--- src/i2cseq_pkg.sv ---
`timescale 1ns / 1ps
// Shared types, codes and sizes for the I2C master transaction sequencer.
// No dependencies; every other file in src imports this package.
package i2cseq_pkg;

  localparam int BYTE_W        = 8;
  localparam int CNT_W         = 8;
  localparam int KIND_W        = 2;
  localparam int CMD_W         = 3;
  localparam int STEP_W        = 3;
  localparam int MAX_BYTES_DEF = 128;
  localparam int FQ_DEPTH      = 4;
  localparam int OQ_DEPTH      = 4;

  // Input item kinds
  localparam logic [KIND_W-1:0] KIND_BEGIN = 2'd0;
  localparam logic [KIND_W-1:0] KIND_LOAD  = 2'd1;
  localparam logic [KIND_W-1:0] KIND_EVENT = 2'd2;
  localparam logic [KIND_W-1:0] KIND_ERROR = 2'd3;

  // Bus commands on the result channel
  localparam logic [CMD_W-1:0] CMD_START = 3'd0;
  localparam logic [CMD_W-1:0] CMD_ADDR  = 3'd1;
  localparam logic [CMD_W-1:0] CMD_DATA  = 3'd2;
  localparam logic [CMD_W-1:0] CMD_ACK   = 3'd3;
  localparam logic [CMD_W-1:0] CMD_NACK  = 3'd4;
  localparam logic [CMD_W-1:0] CMD_STOP  = 3'd5;
  localparam logic [CMD_W-1:0] CMD_READ  = 3'd6;
  localparam logic [CMD_W-1:0] CMD_DONE  = 3'd7;

  // Work steps run by the back end, in event flag order for the bus steps
  localparam logic [STEP_W-1:0] STEP_BEGIN = 3'd0;
  localparam logic [STEP_W-1:0] STEP_LOAD  = 3'd1;
  localparam logic [STEP_W-1:0] STEP_SB    = 3'd2;
  localparam logic [STEP_W-1:0] STEP_AD    = 3'd3;
  localparam logic [STEP_W-1:0] STEP_RX    = 3'd4;
  localparam logic [STEP_W-1:0] STEP_TE    = 3'd5;
  localparam logic [STEP_W-1:0] STEP_FAIL  = 3'd6;
  localparam logic [STEP_W-1:0] STEP_ERR   = 3'd7;

  // Classified item as queued between front and back
  typedef struct packed {
    logic [STEP_W-1:0] first_step;
    logic              counts_bad;
    logic [BYTE_W-1:0] device_address;
    logic [CNT_W-1:0]  write_count;
    logic [CNT_W-1:0]  read_count;
    logic [BYTE_W-1:0] tx_byte;
    logic              flag_start_sent;
    logic              flag_address_done;
    logic              flag_rx_ready;
    logic              flag_tx_empty;
    logic [BYTE_W-1:0] rx_byte;
  } item_t;

  // One result item
  typedef struct packed {
    logic [CMD_W-1:0]  command;
    logic [BYTE_W-1:0] data_byte;
    logic              status;
    logic              last;
  } res_t;

endpackage

--- src/i2cseq_front.sv ---
`timescale 1ns / 1ps
// Front end: accepts input items, classifies them and queues them for the back end.
// Depends on i2cseq_pkg.
module i2cseq_front import i2cseq_pkg::*; #(
  parameter int MAX_BYTES = MAX_BYTES_DEF
) (
  input  logic              clk,
  input  logic              rst_n,
  input  logic              in_push,
  output logic              in_full,
  input  logic [KIND_W-1:0] in_kind,
  input  logic [BYTE_W-1:0] in_device_address,
  input  logic [CNT_W-1:0]  in_write_count,
  input  logic [CNT_W-1:0]  in_read_count,
  input  logic [BYTE_W-1:0] in_tx_byte,
  input  logic              in_flag_start_sent,
  input  logic              in_flag_address_done,
  input  logic              in_flag_rx_ready,
  input  logic              in_flag_tx_empty,
  input  logic [BYTE_W-1:0] in_rx_byte,
  output item_t             q_item,
  output logic              q_valid,
  input  logic              q_take
);

  localparam int FQ_AW = (FQ_DEPTH > 1) ? $clog2(FQ_DEPTH) : 1;
  localparam logic [CNT_W:0]   MAX_CNT  = (CNT_W + 1)'(MAX_BYTES);
  localparam logic [FQ_AW-1:0] PTR_LAST = FQ_AW'(FQ_DEPTH - 1);
  localparam logic [FQ_AW:0]   CNT_FULL = (FQ_AW + 1)'(FQ_DEPTH);

  item_t             cls;
  item_t             fifo_r [FQ_DEPTH];
  logic [FQ_AW-1:0]  wr_ptr_r, wr_ptr_nxt;
  logic [FQ_AW-1:0]  rd_ptr_r, rd_ptr_nxt;
  logic [FQ_AW:0]    cnt_r, cnt_nxt;
  logic              push_ok;
  logic              pop_ok;

  // Classify: pick the first work step and check the begin counts
  always_comb begin
    cls.device_address    = in_device_address;
    cls.write_count       = in_write_count;
    cls.read_count        = in_read_count;
    cls.tx_byte           = in_tx_byte;
    cls.flag_start_sent   = in_flag_start_sent;
    cls.flag_address_done = in_flag_address_done;
    cls.flag_rx_ready     = in_flag_rx_ready;
    cls.flag_tx_empty     = in_flag_tx_empty;
    cls.rx_byte           = in_rx_byte;
    cls.counts_bad        = ({1'b0, in_write_count} > MAX_CNT) ||
                            ({1'b0, in_read_count} > MAX_CNT);
    unique case (in_kind)
      KIND_BEGIN: cls.first_step = STEP_BEGIN;
      KIND_LOAD:  cls.first_step = STEP_LOAD;
      KIND_ERROR: cls.first_step = STEP_ERR;
      KIND_EVENT: begin
        if (in_flag_start_sent)        cls.first_step = STEP_SB;
        else if (in_flag_address_done) cls.first_step = STEP_AD;
        else if (in_flag_rx_ready)     cls.first_step = STEP_RX;
        else if (in_flag_tx_empty)     cls.first_step = STEP_TE;
        else                           cls.first_step = STEP_FAIL;
      end
      default: cls.first_step = STEP_FAIL;
    endcase
  end

  // Queue handshake
  assign in_full = (cnt_r == CNT_FULL);
  assign q_valid = (cnt_r != '0);
  assign q_item  = fifo_r[rd_ptr_r];
  assign push_ok = in_push && !in_full;
  assign pop_ok  = q_take && q_valid;

  // Advance pointers and fill count
  always_comb begin
    wr_ptr_nxt = wr_ptr_r;
    rd_ptr_nxt = rd_ptr_r;
    cnt_nxt    = cnt_r;
    if (push_ok) begin
      wr_ptr_nxt = (wr_ptr_r == PTR_LAST) ? '0 : wr_ptr_r + FQ_AW'(1);
    end
    if (pop_ok) begin
      rd_ptr_nxt = (rd_ptr_r == PTR_LAST) ? '0 : rd_ptr_r + FQ_AW'(1);
    end
    if (push_ok && !pop_ok) begin
      cnt_nxt = cnt_r + (FQ_AW + 1)'(1);
    end else if (pop_ok && !push_ok) begin
      cnt_nxt = cnt_r - (FQ_AW + 1)'(1);
    end
  end

  always_ff @(posedge clk) begin
    if (!rst_n) begin
      wr_ptr_r <= '0;
      rd_ptr_r <= '0;
      cnt_r    <= '0;
    end else begin
      wr_ptr_r <= wr_ptr_nxt;
      rd_ptr_r <= rd_ptr_nxt;
      cnt_r    <= cnt_nxt;
    end
  end

  // Store the classified item
  always_ff @(posedge clk) begin
    if (push_ok) begin
      fifo_r[wr_ptr_r] <= cls;
    end
  end

endmodule

--- src/i2cseq_back.sv ---
`timescale 1ns / 1ps
// Back end: transaction state, write store and the step sequencer that emits results.
// Depends on i2cseq_pkg.
module i2cseq_back import i2cseq_pkg::*; #(
  parameter int MAX_BYTES = MAX_BYTES_DEF
) (
  input  logic  clk,
  input  logic  rst_n,
  input  item_t q_item,
  input  logic  q_valid,
  output logic  q_take,
  output res_t  oq_data,
  output logic  oq_push,
  input  logic  oq_full
);

  localparam int PW = $clog2(MAX_BYTES + 1);
  localparam int AW = (MAX_BYTES > 1) ? $clog2(MAX_BYTES) : 1;
  localparam logic [PW-1:0] MAX_PTR = PW'(MAX_BYTES);

  localparam logic [1:0] ST_IDLE  = 2'd0;
  localparam logic [1:0] ST_STEP  = 2'd1;
  localparam logic [1:0] ST_FLUSH = 2'd2;

  function automatic res_t mk_res(input logic [CMD_W-1:0] cmd,
                                  input logic [BYTE_W-1:0] data,
                                  input logic st);
    res_t r;
    r.command   = cmd;
    r.data_byte = data;
    r.status    = st;
    r.last      = 1'b0;
    return r;
  endfunction

  // Sequencer registers
  logic [1:0]        st_r, st_nxt;
  logic [STEP_W-1:0] step_r, step_nxt;
  logic [1:0]        sub_r, sub_nxt;
  item_t             item_r;
  res_t              hold_r, hold_nxt;
  logic              hold_vld_r, hold_vld_nxt;

  // Transaction state
  logic [PW-1:0]     wp_r, wp_nxt;
  logic [PW-1:0]     rp_r, rp_nxt;
  logic [CNT_W-1:0]  wl_r, wl_nxt;
  logic [CNT_W-1:0]  rl_r, rl_nxt;
  logic [BYTE_W-1:0] tgt_r, tgt_nxt;
  logic              rd_r, rd_nxt;
  logic              failed_r, failed_nxt;

  // Write store
  logic [BYTE_W-1:0] store_r [MAX_BYTES];
  logic [BYTE_W-1:0] rdata_r;

  // Transmit staging outcome
  logic [1:0]        tx_n;
  res_t              tx_r0, tx_r1;
  logic [PW-1:0]     tx_wp, tx_rp;
  logic [CNT_W-1:0]  tx_wl;
  logic              tx_rd, tx_failed;

  // Current step outcome
  logic [1:0]        n;
  res_t              r0, r1, r2, cur;
  logic [PW-1:0]     e_wp, e_rp;
  logic [CNT_W-1:0]  e_wl, e_rl;
  logic [BYTE_W-1:0] e_tgt;
  logic              e_rd, e_failed, e_wr;
  logic              nxt_has;
  logic [STEP_W-1:0] nxt_step;

  logic can_emit, fire, step_end, flush_push, flush_done;

  // Stage the next write byte or fail, or turn around / finish when writes are over
  always_comb begin
    tx_n      = 2'd0;
    tx_r0     = '0;
    tx_r1     = '0;
    tx_wp     = wp_r;
    tx_rp     = rp_r;
    tx_wl     = wl_r;
    tx_rd     = rd_r;
    tx_failed = failed_r;
    if (wl_r != '0 && !failed_r) begin
      if (rp_r >= wp_r || rp_r >= MAX_PTR) begin
        tx_failed = 1'b1;
      end else begin
        tx_n  = 2'd1;
        tx_r0 = mk_res(CMD_DATA, rdata_r, 1'b0);
        tx_rp = rp_r + PW'(1);
        tx_wl = wl_r - CNT_W'(1);
      end
    end else if (rl_r == '0) begin
      tx_n  = 2'd2;
      tx_r0 = mk_res(CMD_STOP, '0, 1'b0);
      tx_r1 = mk_res(CMD_DONE, '0, failed_r);
      tx_wp = '0;
      tx_rp = '0;
    end else begin
      tx_n  = 2'd2;
      tx_rd = 1'b1;
      tx_r0 = mk_res(CMD_ACK, '0, 1'b0);
      tx_r1 = mk_res(CMD_START, '0, 1'b0);
    end
  end

  // Evaluate the current step: results to emit and state at its end
  always_comb begin
    n        = 2'd0;
    r0       = '0;
    r1       = '0;
    r2       = '0;
    e_wp     = wp_r;
    e_rp     = rp_r;
    e_wl     = wl_r;
    e_rl     = rl_r;
    e_tgt    = tgt_r;
    e_rd     = rd_r;
    e_failed = failed_r;
    e_wr     = 1'b0;
    unique case (step_r)
      STEP_BEGIN: begin
        n = 2'd1;
        if (item_r.counts_bad) begin
          r0 = mk_res(CMD_DONE, '0, 1'b1);
        end else begin
          r0       = mk_res(CMD_START, '0, 1'b0);
          e_tgt    = item_r.device_address;
          e_wl     = item_r.write_count;
          e_rl     = item_r.read_count;
          e_rd     = (item_r.write_count == '0);
          e_failed = 1'b0;
          e_rp     = '0;
        end
      end
      STEP_LOAD: begin
        if (wp_r < MAX_PTR) begin
          e_wr = 1'b1;
          e_wp = wp_r + PW'(1);
        end
      end
      STEP_SB: begin
        n  = 2'd1;
        r0 = mk_res(CMD_ADDR, {tgt_r[BYTE_W-1:1], rd_r}, 1'b0);
      end
      STEP_AD: begin
        if (rl_r == CNT_W'(1) && rd_r) begin
          n  = 2'd2;
          r0 = mk_res(CMD_NACK, '0, 1'b0);
          r1 = mk_res(CMD_STOP, '0, 1'b0);
        end else if (!rd_r) begin
          n        = tx_n;
          r0       = tx_r0;
          r1       = tx_r1;
          e_wp     = tx_wp;
          e_rp     = tx_rp;
          e_wl     = tx_wl;
          e_rd     = tx_rd;
          e_failed = tx_failed;
        end
      end
      STEP_RX: begin
        if (rl_r != '0 && !failed_r) begin
          e_rl = rl_r - CNT_W'(1);
          r0   = mk_res(CMD_READ, item_r.rx_byte, 1'b0);
          if (rl_r == CNT_W'(2)) begin
            n  = 2'd3;
            r1 = mk_res(CMD_NACK, '0, 1'b0);
            r2 = mk_res(CMD_STOP, '0, 1'b0);
          end else if (rl_r == CNT_W'(1)) begin
            n    = 2'd2;
            r1   = mk_res(CMD_DONE, '0, failed_r);
            e_wp = '0;
            e_rp = '0;
          end else begin
            n = 2'd1;
          end
        end else begin
          n    = 2'd1;
          r0   = mk_res(CMD_DONE, '0, failed_r);
          e_wp = '0;
          e_rp = '0;
        end
      end
      STEP_TE: begin
        n        = tx_n;
        r0       = tx_r0;
        r1       = tx_r1;
        e_wp     = tx_wp;
        e_rp     = tx_rp;
        e_wl     = tx_wl;
        e_rd     = tx_rd;
        e_failed = tx_failed;
      end
      STEP_FAIL: begin
        if (failed_r) begin
          n  = 2'd1;
          r0 = mk_res(CMD_STOP, '0, 1'b0);
        end
      end
      STEP_ERR: begin
        n        = 2'd2;
        r0       = mk_res(CMD_STOP, '0, 1'b0);
        r1       = mk_res(CMD_DONE, '0, 1'b1);
        e_failed = 1'b1;
        e_wp     = '0;
        e_rp     = '0;
      end
      default: begin
        n = 2'd0;
      end
    endcase
  end

  // Pick the step after this one from the remaining event flags
  always_comb begin
    nxt_has  = 1'b1;
    nxt_step = STEP_FAIL;
    unique case (step_r)
      STEP_SB: begin
        if (item_r.flag_address_done)  nxt_step = STEP_AD;
        else if (item_r.flag_rx_ready) nxt_step = STEP_RX;
        else if (item_r.flag_tx_empty) nxt_step = STEP_TE;
      end
      STEP_AD: begin
        if (item_r.flag_rx_ready)      nxt_step = STEP_RX;
        else if (item_r.flag_tx_empty) nxt_step = STEP_TE;
      end
      STEP_RX: begin
        if (item_r.flag_tx_empty) nxt_step = STEP_TE;
      end
      STEP_TE: nxt_step = STEP_FAIL;
      default: nxt_has = 1'b0;
    endcase
  end

  // Select the result for this sub-step
  always_comb begin
    case (sub_r)
      2'd0:    cur = r0;
      2'd1:    cur = r1;
      default: cur = r2;
    endcase
  end

  // Emit through the hold register so the final result of an item can be marked
  assign can_emit   = !hold_vld_r || !oq_full;
  assign fire       = (st_r == ST_STEP) && (sub_r < n) && can_emit;
  assign step_end   = (st_r == ST_STEP) &&
                      ((n == 2'd0) || (fire && (sub_r == n - 2'd1)));
  assign flush_push = (st_r == ST_FLUSH) && hold_vld_r && !oq_full;
  assign flush_done = (st_r == ST_FLUSH) && (!hold_vld_r || !oq_full);
  assign q_take     = q_valid && ((st_r == ST_IDLE) || flush_done);
  assign oq_push    = (fire && hold_vld_r) || flush_push;

  always_comb begin
    oq_data      = hold_r;
    oq_data.last = (st_r == ST_FLUSH);
  end

  always_comb begin
    hold_nxt     = hold_r;
    hold_vld_nxt = hold_vld_r;
    if (fire) begin
      hold_nxt     = cur;
      hold_vld_nxt = 1'b1;
    end else if (flush_push) begin
      hold_vld_nxt = 1'b0;
    end
  end

  // Sequencer control
  always_comb begin
    st_nxt   = st_r;
    step_nxt = step_r;
    sub_nxt  = sub_r;
    unique case (st_r)
      ST_IDLE: begin
        if (q_take) begin
          st_nxt   = ST_STEP;
          step_nxt = q_item.first_step;
          sub_nxt  = 2'd0;
        end
      end
      ST_STEP: begin
        if (step_end) begin
          sub_nxt = 2'd0;
          if (nxt_has) begin
            step_nxt = nxt_step;
          end else begin
            st_nxt = ST_FLUSH;
          end
        end else if (fire) begin
          sub_nxt = sub_r + 2'd1;
        end
      end
      ST_FLUSH: begin
        if (flush_done) begin
          if (q_take) begin
            st_nxt   = ST_STEP;
            step_nxt = q_item.first_step;
            sub_nxt  = 2'd0;
          end else begin
            st_nxt = ST_IDLE;
          end
        end
      end
      default: st_nxt = ST_IDLE;
    endcase
  end

  // Commit transaction state at the end of a step
  always_comb begin
    wp_nxt     = wp_r;
    rp_nxt     = rp_r;
    wl_nxt     = wl_r;
    rl_nxt     = rl_r;
    tgt_nxt    = tgt_r;
    rd_nxt     = rd_r;
    failed_nxt = failed_r;
    if (step_end) begin
      wp_nxt     = e_wp;
      rp_nxt     = e_rp;
      wl_nxt     = e_wl;
      rl_nxt     = e_rl;
      tgt_nxt    = e_tgt;
      rd_nxt     = e_rd;
      failed_nxt = e_failed;
    end
  end

  always_ff @(posedge clk) begin
    if (!rst_n) begin
      st_r       <= ST_IDLE;
      step_r     <= STEP_FAIL;
      sub_r      <= 2'd0;
      hold_vld_r <= 1'b0;
      wp_r       <= '0;
      rp_r       <= '0;
      wl_r       <= '0;
      rl_r       <= '0;
      tgt_r      <= '0;
      rd_r       <= 1'b0;
      failed_r   <= 1'b0;
    end else begin
      st_r       <= st_nxt;
      step_r     <= step_nxt;
      sub_r      <= sub_nxt;
      hold_vld_r <= hold_vld_nxt;
      wp_r       <= wp_nxt;
      rp_r       <= rp_nxt;
      wl_r       <= wl_nxt;
      rl_r       <= rl_nxt;
      tgt_r      <= tgt_nxt;
      rd_r       <= rd_nxt;
      failed_r   <= failed_nxt;
    end
  end

  // Hold payload: item under work and the pending result
  always_ff @(posedge clk) begin
    if (q_take) begin
      item_r <= q_item;
    end
    hold_r <= hold_nxt;
  end

  // Write store: one write port, registered read at the next read pointer
  always_ff @(posedge clk) begin
    if (step_end && e_wr) begin
      store_r[wp_r[AW-1:0]] <= item_r.tx_byte;
    end
    rdata_r <= store_r[rp_nxt[AW-1:0]];
  end

endmodule

--- src/i2cseq_outq.sv ---
`timescale 1ns / 1ps
// Result queue between the back end and the result ports.
// Depends on i2cseq_pkg.
module i2cseq_outq import i2cseq_pkg::*; (
  input  logic clk,
  input  logic rst_n,
  input  logic push,
  input  res_t din,
  output logic full,
  output logic empty,
  input  logic pop,
  output res_t dout
);

  localparam int OQ_AW = (OQ_DEPTH > 1) ? $clog2(OQ_DEPTH) : 1;
  localparam logic [OQ_AW-1:0] PTR_LAST = OQ_AW'(OQ_DEPTH - 1);
  localparam logic [OQ_AW:0]   CNT_FULL = (OQ_AW + 1)'(OQ_DEPTH);

  res_t             fifo_r [OQ_DEPTH];
  logic [OQ_AW-1:0] wr_ptr_r, wr_ptr_nxt;
  logic [OQ_AW-1:0] rd_ptr_r, rd_ptr_nxt;
  logic [OQ_AW:0]   cnt_r, cnt_nxt;
  logic             push_ok;
  logic             pop_ok;

  assign full    = (cnt_r == CNT_FULL);
  assign empty   = (cnt_r == '0);
  assign dout    = fifo_r[rd_ptr_r];
  assign push_ok = push && !full;
  assign pop_ok  = pop && !empty;

  // Advance pointers and fill count
  always_comb begin
    wr_ptr_nxt = wr_ptr_r;
    rd_ptr_nxt = rd_ptr_r;
    cnt_nxt    = cnt_r;
    if (push_ok) begin
      wr_ptr_nxt = (wr_ptr_r == PTR_LAST) ? '0 : wr_ptr_r + OQ_AW'(1);
    end
    if (pop_ok) begin
      rd_ptr_nxt = (rd_ptr_r == PTR_LAST) ? '0 : rd_ptr_r + OQ_AW'(1);
    end
    if (push_ok && !pop_ok) begin
      cnt_nxt = cnt_r + (OQ_AW + 1)'(1);
    end else if (pop_ok && !push_ok) begin
      cnt_nxt = cnt_r - (OQ_AW + 1)'(1);
    end
  end

  always_ff @(posedge clk) begin
    if (!rst_n) begin
      wr_ptr_r <= '0;
      rd_ptr_r <= '0;
      cnt_r    <= '0;
    end else begin
      wr_ptr_r <= wr_ptr_nxt;
      rd_ptr_r <= rd_ptr_nxt;
      cnt_r    <= cnt_nxt;
    end
  end

  // Store the result
  always_ff @(posedge clk) begin
    if (push_ok) begin
      fifo_r[wr_ptr_r] <= din;
    end
  end

endmodule

--- src/i2c_master_transaction_sequencer_core.sv ---
`timescale 1ns / 1ps
// Runs one I2C master write-then-read transaction as a stream of bus commands.
// Each side is a queue: an item is taken when in_push is high and in_full low; the
// oldest result sits on the out_ ports while out_empty is low and leaves with out_pop.
// Items pass a 4-entry input queue to a step sequencer that makes one result per cycle
// into a 4-entry result queue, stalling while that queue is full. An event item runs
// one step per handled event flag and then a final stop check, other items a single
// step; each item closes with a flush step that marks its last result, and an item
// that finds the sequencer idle is first picked up. The write store is a MAX_BYTES x 8
// memory with a registered read port; it is not cleared at reset, and only bytes
// loaded since the write pointer was last cleared are read.
// Depends on i2cseq_pkg, i2cseq_front, i2cseq_back and i2cseq_outq.
module i2c_master_transaction_sequencer_core import i2cseq_pkg::*; #(
  parameter int MAX_BYTES = MAX_BYTES_DEF
) (
  input  logic              clk,
  input  logic              rst_n,
  input  logic              in_push,
  output logic              in_full,
  input  logic [KIND_W-1:0] in_kind,
  input  logic [BYTE_W-1:0] in_device_address,
  input  logic [CNT_W-1:0]  in_write_count,
  input  logic [CNT_W-1:0]  in_read_count,
  input  logic [BYTE_W-1:0] in_tx_byte,
  input  logic              in_flag_start_sent,
  input  logic              in_flag_address_done,
  input  logic              in_flag_rx_ready,
  input  logic              in_flag_tx_empty,
  input  logic [BYTE_W-1:0] in_rx_byte,
  output logic              out_empty,
  input  logic              out_pop,
  output logic [CMD_W-1:0]  out_command,
  output logic [BYTE_W-1:0] out_data_byte,
  output logic              out_status,
  output logic              out_last
);

  item_t q_item;
  logic  q_valid;
  logic  q_take;
  res_t  oq_data;
  logic  oq_push;
  logic  oq_full;
  res_t  head;

  // Accept and classify
  i2cseq_front #(
    .MAX_BYTES (MAX_BYTES)
  ) u_front (
    .clk                  (clk),
    .rst_n                (rst_n),
    .in_push              (in_push),
    .in_full              (in_full),
    .in_kind              (in_kind),
    .in_device_address    (in_device_address),
    .in_write_count       (in_write_count),
    .in_read_count        (in_read_count),
    .in_tx_byte           (in_tx_byte),
    .in_flag_start_sent   (in_flag_start_sent),
    .in_flag_address_done (in_flag_address_done),
    .in_flag_rx_ready     (in_flag_rx_ready),
    .in_flag_tx_empty     (in_flag_tx_empty),
    .in_rx_byte           (in_rx_byte),
    .q_item               (q_item),
    .q_valid              (q_valid),
    .q_take               (q_take)
  );

  // Sequence the transaction
  i2cseq_back #(
    .MAX_BYTES (MAX_BYTES)
  ) u_back (
    .clk     (clk),
    .rst_n   (rst_n),
    .q_item  (q_item),
    .q_valid (q_valid),
    .q_take  (q_take),
    .oq_data (oq_data),
    .oq_push (oq_push),
    .oq_full (oq_full)
  );

  // Buffer results for transfer
  i2cseq_outq u_outq (
    .clk   (clk),
    .rst_n (rst_n),
    .push  (oq_push),
    .din   (oq_data),
    .full  (oq_full),
    .empty (out_empty),
    .pop   (out_pop),
    .dout  (head)
  );

  assign out_command   = head.command;
  assign out_data_byte = head.data_byte;
  assign out_status    = head.status;
  assign out_last      = head.last;

endmodule
--- config.mk ---
export PLATFORM = sky130hd
export DESIGN_NAME = i2c_master_transaction_sequencer_core
export DESIGN_NICKNAME = d
export VERILOG_FILES = /design/src/i2cseq_pkg.sv /design/src/i2cseq_front.sv /design/src/i2cseq_back.sv /design/src/i2cseq_outq.sv /design/src/i2c_master_transaction_sequencer_core.sv
export SDC_FILE = /design/constraint.sdc
export NUM_CORES = 1
export LEC_CHECK = 0
export BUFFER_PORTS_ARGS = -buffer_cell sky130_fd_sc_hd__buf_4
export CELL_PAD_IN_SITES_DETAIL_PLACEMENT = 1
export CELL_PAD_IN_SITES_GLOBAL_PLACEMENT = 2
export CORE_ASPECT_RATIO = 1.1
export CORE_MARGIN = 2
export CORE_UTILIZATION = 42
export DETAILED_ROUTE_END_ITERATION = 10
export PLACE_DENSITY = 0.85
export RECOVER_POWER = 100
export SETUP_SLACK_MARGIN = 0.2
export SYNTH_ARGS = -nofsm -noshare
export SYNTH_HDL_FRONTEND = slang
export SYNTH_HIERARCHICAL = 1
export SYNTH_SLANG_ARGS = --single-unit
export TNS_END_PERCENT = 50
--- constraint.sdc ---
create_clock -name clk -period 6.5 [get_ports clk]
set_input_delay 1.3 -clock clk [delete_from_list [all_inputs] [get_ports clk]]
set_output_delay 1.3 -clock clk [all_outputs]
set_load 0.005 [all_outputs]
-- Yosys cells after proc, flatten, opt, wreduce, memory -nomap -nowiden
Memory sizes are Yosys's and may differ from the RTL's. A register that Yosys moved wholly into a read port is not among the register bits.
Cells that the tools add are included.
- register bits after elaboration: 120
- memory bits (writable): 1268
- input port bits: 50
- output and inout bits: 15
- word-level logic and storage cells: 276
- memories kept: 3
- $add $sub $neg: 14
- order comparisons: 6
- eq/ne operators: 35
- multiplexer cells: 119
- bitwise gates (word level): 1
- reduce and logical (&&, ||, !) cells: 68
- memory list (name ; words ; width ; rd ports ; clocked after Yosys merged registers in ; wr ports ; line ; RTL):
    u_back.store_r ; 128 ; 8 ; 1 ; 1 ; 1 ; i2cseq_back.sv:54 ; logic [BYTE_W-1:0] store_r [MAX_BYTES];
    u_front.fifo_r ; 4 ; 48 ; 1 ; 1 ; 1 ; i2cseq_front.sv:32 ; item_t fifo_r [FQ_DEPTH];
    u_outq.fifo_r ; 4 ; 13 ; 1 ; 1 ; 1 ; i2cseq_outq.sv:19 ; res_t fifo_r [OQ_DEPTH];
- operators with widths (kind ; number):
    13-bit 2-to-1 mux ; 16
    8-bit 2-to-1 mux ; 24
    13-bit one-hot mux with 7 select lines ; 1
    8-bit one-hot mux with 5 select lines ; 2
    13-bit one-hot mux with 4 select lines ; 1
    2-bit 2-to-1 mux ; 24
    3-bit 2-to-1 mux ; 13
    13-bit one-hot mux with 2 select lines ; 1
    1-bit 2-to-1 mux ; 24
    8-bit one-hot mux with 3 select lines ; 1
    1-bit logical AND ; 21
    3-bit == test (second input constant) ; 6
    3-bit one-hot mux with 3 select lines ; 2
    8-bit by 1-bit adder with 8-bit output (second input constant) ; 2
    8-bit > comparator (second input constant) ; 2
    8-bit logical NOT ; 2
    8-bit one-hot mux with 2 select lines ; 1
    4-bit AND reduction ; 4
    8-bit nonzero test ; 2
    8-bit by 1-bit subtractor with 8-bit output (second input constant) ; 2
    2-bit == test (second input constant) ; 7
    7-bit AND reduction ; 2
    12-bit 2-to-1 mux ; 1
    2-bit != test (second input constant) ; 6
    38 further kinds ; 76

-- Depth between registers and ports, before layout
Gate-level depths: netlist of the first run.
- depth in word-level cells: 17
- depth in mapped cells: 26
- depth with buffers taken out: 21

-- By module
Netlist of the first run, hierarchy kept.
- modules (own cells, without submodules) (module ; instances ; cells each ; area each (um^2) ; sequential area each (um^2)):
    i2cseq_back ; 1 ; 3401 ; 46314.4 ; 33542.2
    i2cseq_front ; 1 ; 314 ; 7477.2 ; 5945.7
    i2cseq_outq ; 1 ; 118 ; 2398.6 ; 1741.7

-- Worst setup path before layout of the first run
No wires, ideal clock.
- kind: register to register
- start: register u_front.cnt_r[0]
- end: register u_front.cnt_r[2]
- setup time: 0.076 ns
- arrival: 5.993 ns
- data required time: 6.424 ns
- path slack: 0.432 ns
- stages on the path, launching flop included: 11
- cell sequence: dfxtp_1 or3_1 inv_1 a311oi_1 o31ai_1 ha_1 inv_1 fa_1 xor2_1 or3_1 a21boi_0
- cells in the longest elaborated chain, start to end: 6
- RTL lines (element ; line ; RTL):
    start, declared ; i2cseq_front.sv:35 ; logic [FQ_AW:0] cnt_r, cnt_nxt;
    start signal, assigned ; i2cseq_front.sv:100 ; cnt_r <= cnt_nxt;
    3-bit nonzero test (*) ; i2cseq_front.sv:69 ; assign q_valid = (cnt_r != '0);
    named net q_valid ; i2c_master_transaction_sequencer_core.sv:39 ; logic q_valid;
    1-bit logical AND (*) ; i2cseq_back.sv:255 ; assign q_take = q_valid && ((st_r == ST_IDLE) || flush_done);
    named net q_take ; i2c_master_transaction_sequencer_core.sv:40 ; logic q_take;
    1-bit logical AND (*) ; i2cseq_front.sv:72 ; assign pop_ok = q_take && q_valid;
    1-bit logical NOT ; i2cseq_front.sv:85 ; if (push_ok && !pop_ok) begin
    1-bit logical AND ; i2cseq_front.sv:85 ;
    3-bit 2-to-1 mux or 2-bit nonzero test (tied branches) ; - ;
The timed path passes the listed nets; every way through them passes the cells marked *. The select of a mux whose other input is x is not followed.
A chain may end at the register's enable or synchronous reset.

-- Worst setup path in the final report of the first run
- start: register u_back.wp_r[6]
- end: register u_back.rdata_r[2] (read register of u_back.store_r)
- cells in the longest elaborated chain, start to end: 14
- RTL lines (element ; line ; RTL):
    start, declared ; i2cseq_back.sv:45 ; logic [PW-1:0] wp_r, wp_nxt;
    start signal, assigned ; i2cseq_back.sv:352 ; wp_r <= wp_nxt;
    8-bit >= comparator (*) ; i2cseq_back.sv:87 ; if (rp_r >= wp_r || rp_r >= MAX_PTR) begin
    1-bit logical OR (*) ; i2cseq_back.sv:87 ;
    branches (longest 11 deep; another with 2-bit by 1-bit subtractor with 2-bit output) ; - ;
    7-bit 2-to-1 mux (*) ; i2cseq_back.sv:323 ; if (step_end) begin
    end, declared ; i2cseq_back.sv:55 ; logic [BYTE_W-1:0] rdata_r;
Mark *: on every way between the ends. The select of a mux whose other input is x is not followed.

==> results of run 1 <==
==> report_power, final <==
group	switching [W]	total [W]	internal, W
Sequential	0.000257	0.0117	0.0114
Combinational	0.00203	0.00267	0.000641
Clock	0.00335	0.00771	0.00436
Total	0.00564	0.0221	0.0164
==> final timing paths <==
check | start | endpoint | slack [ns] | cells after the start
hold / removal | u_back/oq_data[7] | u_outq/fifo_r[1][7] | 0.49 | 0
hold reg to reg | u_back/oq_data[7] | u_outq/fifo_r[1][7] | 0.49 | 0
setup / recovery | u_back/wp_r[6] | u_back/rdata_r[2] | 0.35 | 21
setup reg to reg | u_back/wp_r[6] | u_back/rdata_r[2] | 0.35 | 21
==> cell usage in the layout, fill, tap and decap left out, types with 12 or more instances in the layout <==
cell type     n
a31oi_1      40
mux4_2       46
nor3_1       32
clkinv_2     26
nor4_1       37
mux4_1       13
dfxtp_1      73
and3_1       54
nand3_1     119
a211oi_1     62
a311oi_1     15
buf_12       19
clkbuf_16   143
clkbuf_1    103
nand2_1     617
o22ai_1      59
clkinv_1     27
a21oi_1     276
clkbuf_2     12
nor2_1      229
nand2b_1     13
a22oi_1      56
nand4_1      13
buf_4        97
and2_0       12
and2_1       12
mux2i_1     165
a221oi_1     16
a221o_1      13
o21ai_0      68
inv_1        25
edfxtp_1   1315
ha_1         33
==> registers in the layout, indices dropped and copies added, names as in the netlist, 3 cells and up, named ones only <==
| signal | count |
|---|---|
| u_back/wp_r | 8 |
| u_back/step_r | 3 |
| u_back/rp_r | 8 |
| u_back/rl_r | 8 |
| u_back/tgt_r | 7 |
| u_back/item_r | 43 |
| u_outq/cnt_r | 3 |
| u_back/wl_r | 8 |
| u_back/rdata_r | 8 |
| u_outq/fifo_r | 52 |
| u_back/store_r | 1024 |
| u_front/cnt_r | 3 |
| u_front/fifo_r | 184 |
| u_back/oq_data | 12 |
==> per-layer routing <==
layer / GRT usage, % / vias up / routed length [um]
met2: 37.1 / 1077 / 76000
met3: 3.40 / 326 / 8420
li1: - / 14926 / -
met4: 9.28 / 2 / 6180
met5: 0 / - / 13
met1: 27.7 / 17433 / 59300
==> stage by stage <==
step	power (W)	cell area, um2
after floorplan	0.0133	55900
after CTS	0.0221	62900
final	0.0221	62800
after detailed placement	0.0144	58600
after global routing	0.0228	62800
after global placement	0.0143	58600
==> cell type report <==
cell class | count | area (um2)
clock buffers | 180 | 3760
fillers | 12961 | 69400
flip-flops and latches | 1390 | 41000
clock inverters | 70 | 551
repair buffers | 210 | 1530
inverters | 26 | 97.6
multi-input cells | 2186 | 13700
well taps | 1775 | 2220
==> worst max-delay path, cell delays in order (launching register included) <==
cell	delay, ns
dfxtp_1	0.45
inv_1	0.14
ha_1	0.33
and3_1	0.18
a221oi_2	0.39
o211ai_2	0.28
nor2_1	0.24
nor2_1	0.11
ha_1	0.29
xor2_1	0.32
a41o_1	0.29
nand3_1	0.34
o21ai_4	0.42
and2_4	0.38
buf_4	0.29
buf_4	0.32
nand2_1	0.09
a21oi_1	0.25
nor4_1	0.08
o21ai_0	0.18
nand4_1	0.34
nor3_1	0.32
==> timing repair <==
action | CTS | global route
gates resized for setup | 1 | 18
endpoints found under the setup margin | 2 | 19
gates cloned | 0 | 2
pin swaps | 0 | 6
setup buffers | 0 | 18
==> impl_metrics.py, run 1 <==
metrics = {
    "final_layout": {
        "drive_above_1_share_pct": 10.7,
        "fin_cells": 5837,
        "antenna_cells": 0,
        "finish.utilization_pct": 47.5,
        "fin_nets": 4039,
        "area_growth_pct": 12.4,
    },
    "run_status": {
        "violations": "capacitance limit, slew limit",
        "status": "complete, but fails checks",
    },
    "timing": {
        "hold_viol_final": 0,
        "setup_ws_ns": 0.352,
        "slew_headroom_pct": -196,
        "rsz0062_at_grt": "true",
        "finalClockSkew_ns": 0.0370,
        "slew_violations": 1335,
        "setup_violations": 0,
        "finalCritPeriodShare_pct": 94.6,
        "hold_ws_ns": 0.491,
        "fmax_ghz": 0.163,
        "tns_ns": 0,
        "tightest_slew_ns": 4.44,
        "post-route-min-period_ns": 6.15,
    },
    "worst_setup_path": {
        "cp_max_fo": 22,
        "critPathKind": "reg -> reg",
        "endpoint_kind": "register",
        "worstPathArrival_ns": 6.82,
        "startpoint_type": "register",
        "cp.required_ns": 7.18,
    },
    "grt": {
        "grt_pass1_vias": 35616,
        "grt_usage_pct": 21.9,
        "overflow": 0,
        "grt_pass1_wl_um": 224000,
        "antenna_found_initial": 2,
        "grt_start_max_net_pins": 101,
    },
    "floorplan": {
        "die_area_um2": 136000,
        "core.rowCount": 140,
        "io_pins": 65,
        "core_area_um2": 132000,
        "initial_core_util_pct": 42.3,
        "die_h_um": 387,
        "die_x_um": 352,
    },
    "clock_network": {
        "clk_path_buf_depth": 3,
        "cts_tree": "done",
        "cts_buffers": 140,
        "clkTransAtPathRegs_ns": 0.06,
        "clock_latency_ns": 0.78,
        "cts.hold.buffers_added": 0,
        "cts-root-buf": "clkbuf_16",
        "clock_sinks": 1390,
        "h-tree-depth": 4,
    },
    "logic_synthesis": {
        "yosysWarnings": 6,
        "synth.avg_cell_area_um2": 14.6,
        "syn-instance-count": 3823,
        "syn-cell-area_um2": 55900,
        "synth.net_count": 3908,
    },
    "place": {
        "placedCellCount": 5567,
        "place.gp.congestion": 0.848,
        "dp_slack_ns": 0.192,
        "hpwl_um": 91600,
        "port_buffers": 63,
    },
    "pwr": {
        "p_leak_nw": 21.7,
        "ir_drop_uv": 259,
        "powerDensity_nw_per_um2": 351,
    },
    "detailed_routing": {
        "drc_errors": 0,
        "ant_nets": 0,
        "wl_per_cell_um": 25.7,
        "drt_iter0_drc": 3268,
        "first_pass_iters": 6,
        "viasPerCell": 5.78,
        "wl_um": 150000,
        "vias": 33764,
    },
    "job": {
        "cap_violations": 22,
    },
    "worst_hold_path": {
        "hold_path_class": "reg -> reg",
    },
}
Note: power is estimated with default switching activity, not from simulation.
==> inputs of run 2 (changes only) <==
CORE_MARGIN = not set   (was 2)
RECOVER_POWER = 25   (was 100)
==> run 2 against run 1 <==
Against the previous run: the run still ends with capacitance limit, slew limit left; sequential share of layout area shrank 0.11 points; maximum frequency shrank 2.0%; count of clock-buffer cells in the layout shrank 9; critical path depth grew 2; sequential power is essentially flat; clock skew shrank 0.011 ns; combinational power grew 1%; worst setup slack lost 0.13 ns; core utilization grew 0.080 points; final area grew 0.17%; largest cell class unchanged; highest routed layer is now met4.
==> impl_metrics.py, run 2 (synthesized netlist as in run 1, its figures left out) <==
metrics = {
    "timing": {
        "post-route-min-period_ns": 6.27,
        "tns_ns": 0,
        "fmax_ghz": 0.159,
        "hold_viol_final": 0,
        "finalCritPeriodShare_pct": 96.5,
        "tightest_slew_ns": 3.82,
        "setup_violations": 0,
        "slew_violations": 631,
        "finalClockSkew_ns": 0.0257,
        "slew_headroom_pct": -154,
        "rsz0062_at_grt": "false",
    },
    "pwr": {
        "p_leak_nw": 21.8,
        "ir_drop_uv": 387,
        "powerDensity_nw_per_um2": 352,
    },
    "final_layout": {
        "n_fill_cell": 13026,
        "layout_common_cells": "1315 x edfxtp_1, 619 x nand2_1, 276 x a21oi_1",
        "fin_nets": 4034,
        "seq_area_um2": 41000,
        "multiInputGateArea_um2": 13700,
        "area_growth_pct": 12.6,
        "largest_reg_flops": 1024,
        "fin_cells": 5837,
        "layout_commonest_cell": "edfxtp_1",
        "drive_above_1_share_pct": 11.2,
    },
    "floorplan": {
        "die_x_um": 350,
        "initial_core_util_pct": 42.3,
        "die_h_um": 385,
        "die_area_um2": 135000,
        "core.rowCount": 140,
        "io_pins": 65,
        "core_area_um2": 132000,
    },
    "place": {
        "placedCellCount": 5571,
        "port_buffers": 63,
        "place.gp.congestion": 0.848,
        "hpwl_um": 92500,
    },
    "clock_network": {
        "clock_latency_ns": 0.79,
        "clk_path_buf_depth": 3,
        "h-tree-depth": 4,
        "cts_buffers": 137,
        "cts_tree": "done",
        "cts.hold.buffers_added": 0,
        "cts-root-buf": "clkbuf_16",
        "clkTransAtPathRegs_ns": 0.06,
        "clock_sinks": 1390,
    },
    "worst_setup_path": {
        "worstPathArrival_ns": 6.91,
        "reg2reg_from": "u_back/rl_r[0]",
        "crit_path_frequent_cell": "buf_4",
        "cp.required_ns": 7.14,
        "r2r-end": "u_back/rdata_r[7]",
        "critPathKind": "reg -> reg",
        "crit_slowest_cell": "a211o_1",
        "regToRegSetupSlack_ns": 0.23,
        "endpoint_kind": "register",
        "critPathMaxStageDelay_ns": 0.50,
        "startpoint_type": "register",
        "crit_start": "u_back/rl_r[0]",
        "cp_max_fo": 17,
        "crit_chain": "inv_1, ha_1, nor4b_4, and2_0, or3_1, o21ai_0, a21oi_1, nor2_1, ha_1, xor2_1, a41oi_2, nor3_4, nand2_2, a211o_1, buf_4, nand3_1, buf_4, a21oi_1, nor4_1, o21ai_0, buf_4, nand4_1, nor3_1",
        "r2r_cells": 23,
    },
    "grt": {
        "antenna_found_initial": 0,
        "grt_start_max_net_pins": 98,
        "grt_pass1_vias": 35344,
        "grt_pass1_wl_um": 224000,
        "grt_usage_pct": 22.3,
        "overflow": 0,
    },
    "run_status": {
        "status": "complete, but fails checks",
        "violations": "capacitance limit, slew limit",
    },
    "detailed_routing": {
        "vias": 33816,
        "drc_errors": 0,
        "ant_nets": 0,
        "wl_um": 152000,
        "viasPerCell": 5.79,
        "first_pass_iters": 6,
        "wl_per_cell_um": 26.0,
        "drt_iter0_drc": 3059,
    },
    "job": {
        "cap_violations": 12,
    },
    "worst_hold_path": {
        "hold_end": "u_outq/wr_ptr_r[1]",
        "hold_depth": 2,
        "hp-start": "u_outq/wr_ptr_r[1]",
        "hold_path_class": "reg -> reg",
    },
}
==> run 2: cell count changes in the layout (fill, tap and decap cells not counted), moves of 3 or more <==
| cell | change |
|---|---|
| and2_1 | +8 |
| buf_4 | +37 |
| clkbuf_4 | -10 |
| clkinvlp_4 | +6 |
| clkbuf_2 | -9 |
| bufinv_16 | +4 |
| clkbuf_1 | -24 |
| buf_12 | -3 |
| and2_0 | -6 |
==> run 2: per-layer routing <==
metal / wire [um] / GRT usage (%)
met1: 60800 / 28.4
met2: 76200 / 38.4
met3: 9070 / 3.31
met4: 5630 / 8.69
met5: 0 / 0
==> run 2: worst max-delay path by stage <==
| stage | to | slack, ns |
|---|---|---|
| 6_report | u_back/rdata_r[7] | 0.23 |
| 5_1_grt | u_back/rdata_r[5] | 0.08 |
| 4_1_cts | u_back/rdata_r[5] | 0.30 |
| 3_5_place_dp | u_back/rdata_r[1] | 0.24 |
| 3_3_place_gp | u_back/rdata_r[1] | 0.43 |
| 2_1_floorplan | u_front/cnt_r[2] | 0.43 |
==> run 2: critical path, delay by kind of cell (launching register included) <==
kind	cells	cell delay, ns
AO/OA/AOI/OAI	6	1.41
flip-flops	1	0.39
AND/OR/NAND/NOR	10	2.57
adder cells (fa/ha/maj)	2	0.54
XOR/XNOR	1	0.28
buffers and inverters	4	0.92
==> run 2: where the power goes <==
group          internal, W  total, W  switching, W  leakage, nW
registers           0.0113    0.0116      0.000257         12.5
clock network      0.00447   0.00785       0.00338         2.14
logic             0.000672   0.00271       0.00204         7.20
==> run 2: per-stage QoR <==
step / power [W] / worst slack (ns) / instance area [um2] / utilization, % / hold WS [ns]
2_1_floorplan: 0.0133 / 0.432 / 55900 / - / 0.456
3_3_place_gp: 0.0143 / 0.428 / 58600 / 44.3 / 0.464
3_5_place_dp: 0.0145 / 0.237 / 58600 / 44.3 / 0.482
4_1_cts: 0.0223 / 0.297 / 63000 / 47.6 / 0.508
5_1_grt: 0.0228 / 0.0815 / 62900 / 47.6 / 0.532
6_report: 0.0222 / 0.226 / 62900 / 47.6 / 0.501
==> run 2: repair_timing <==
item	4_1_cts	5_1_grt
setup endpoints to repair	1	8
buffers inserted	0	12
resized for setup	1	10
pin swaps	0	5
cloned	0	2
==> run 2: area by class of cell <==
| cell class | instances | share of cell area (%) |
|---|---|---|
| Antenna cell | 1 | 0.00398 |
| Clock inverter | 80 | 1.14 |
| Inverter | 26 | 0.155 |
| Timing Repair Buffer | 208 | 2.49 |
| Tap cell | 1775 | 3.53 |
| Multi-Input combinational cell | 2186 | 21.7 |
| Sequential cell | 1390 | 65.1 |
| Clock buffer | 171 | 5.85 |
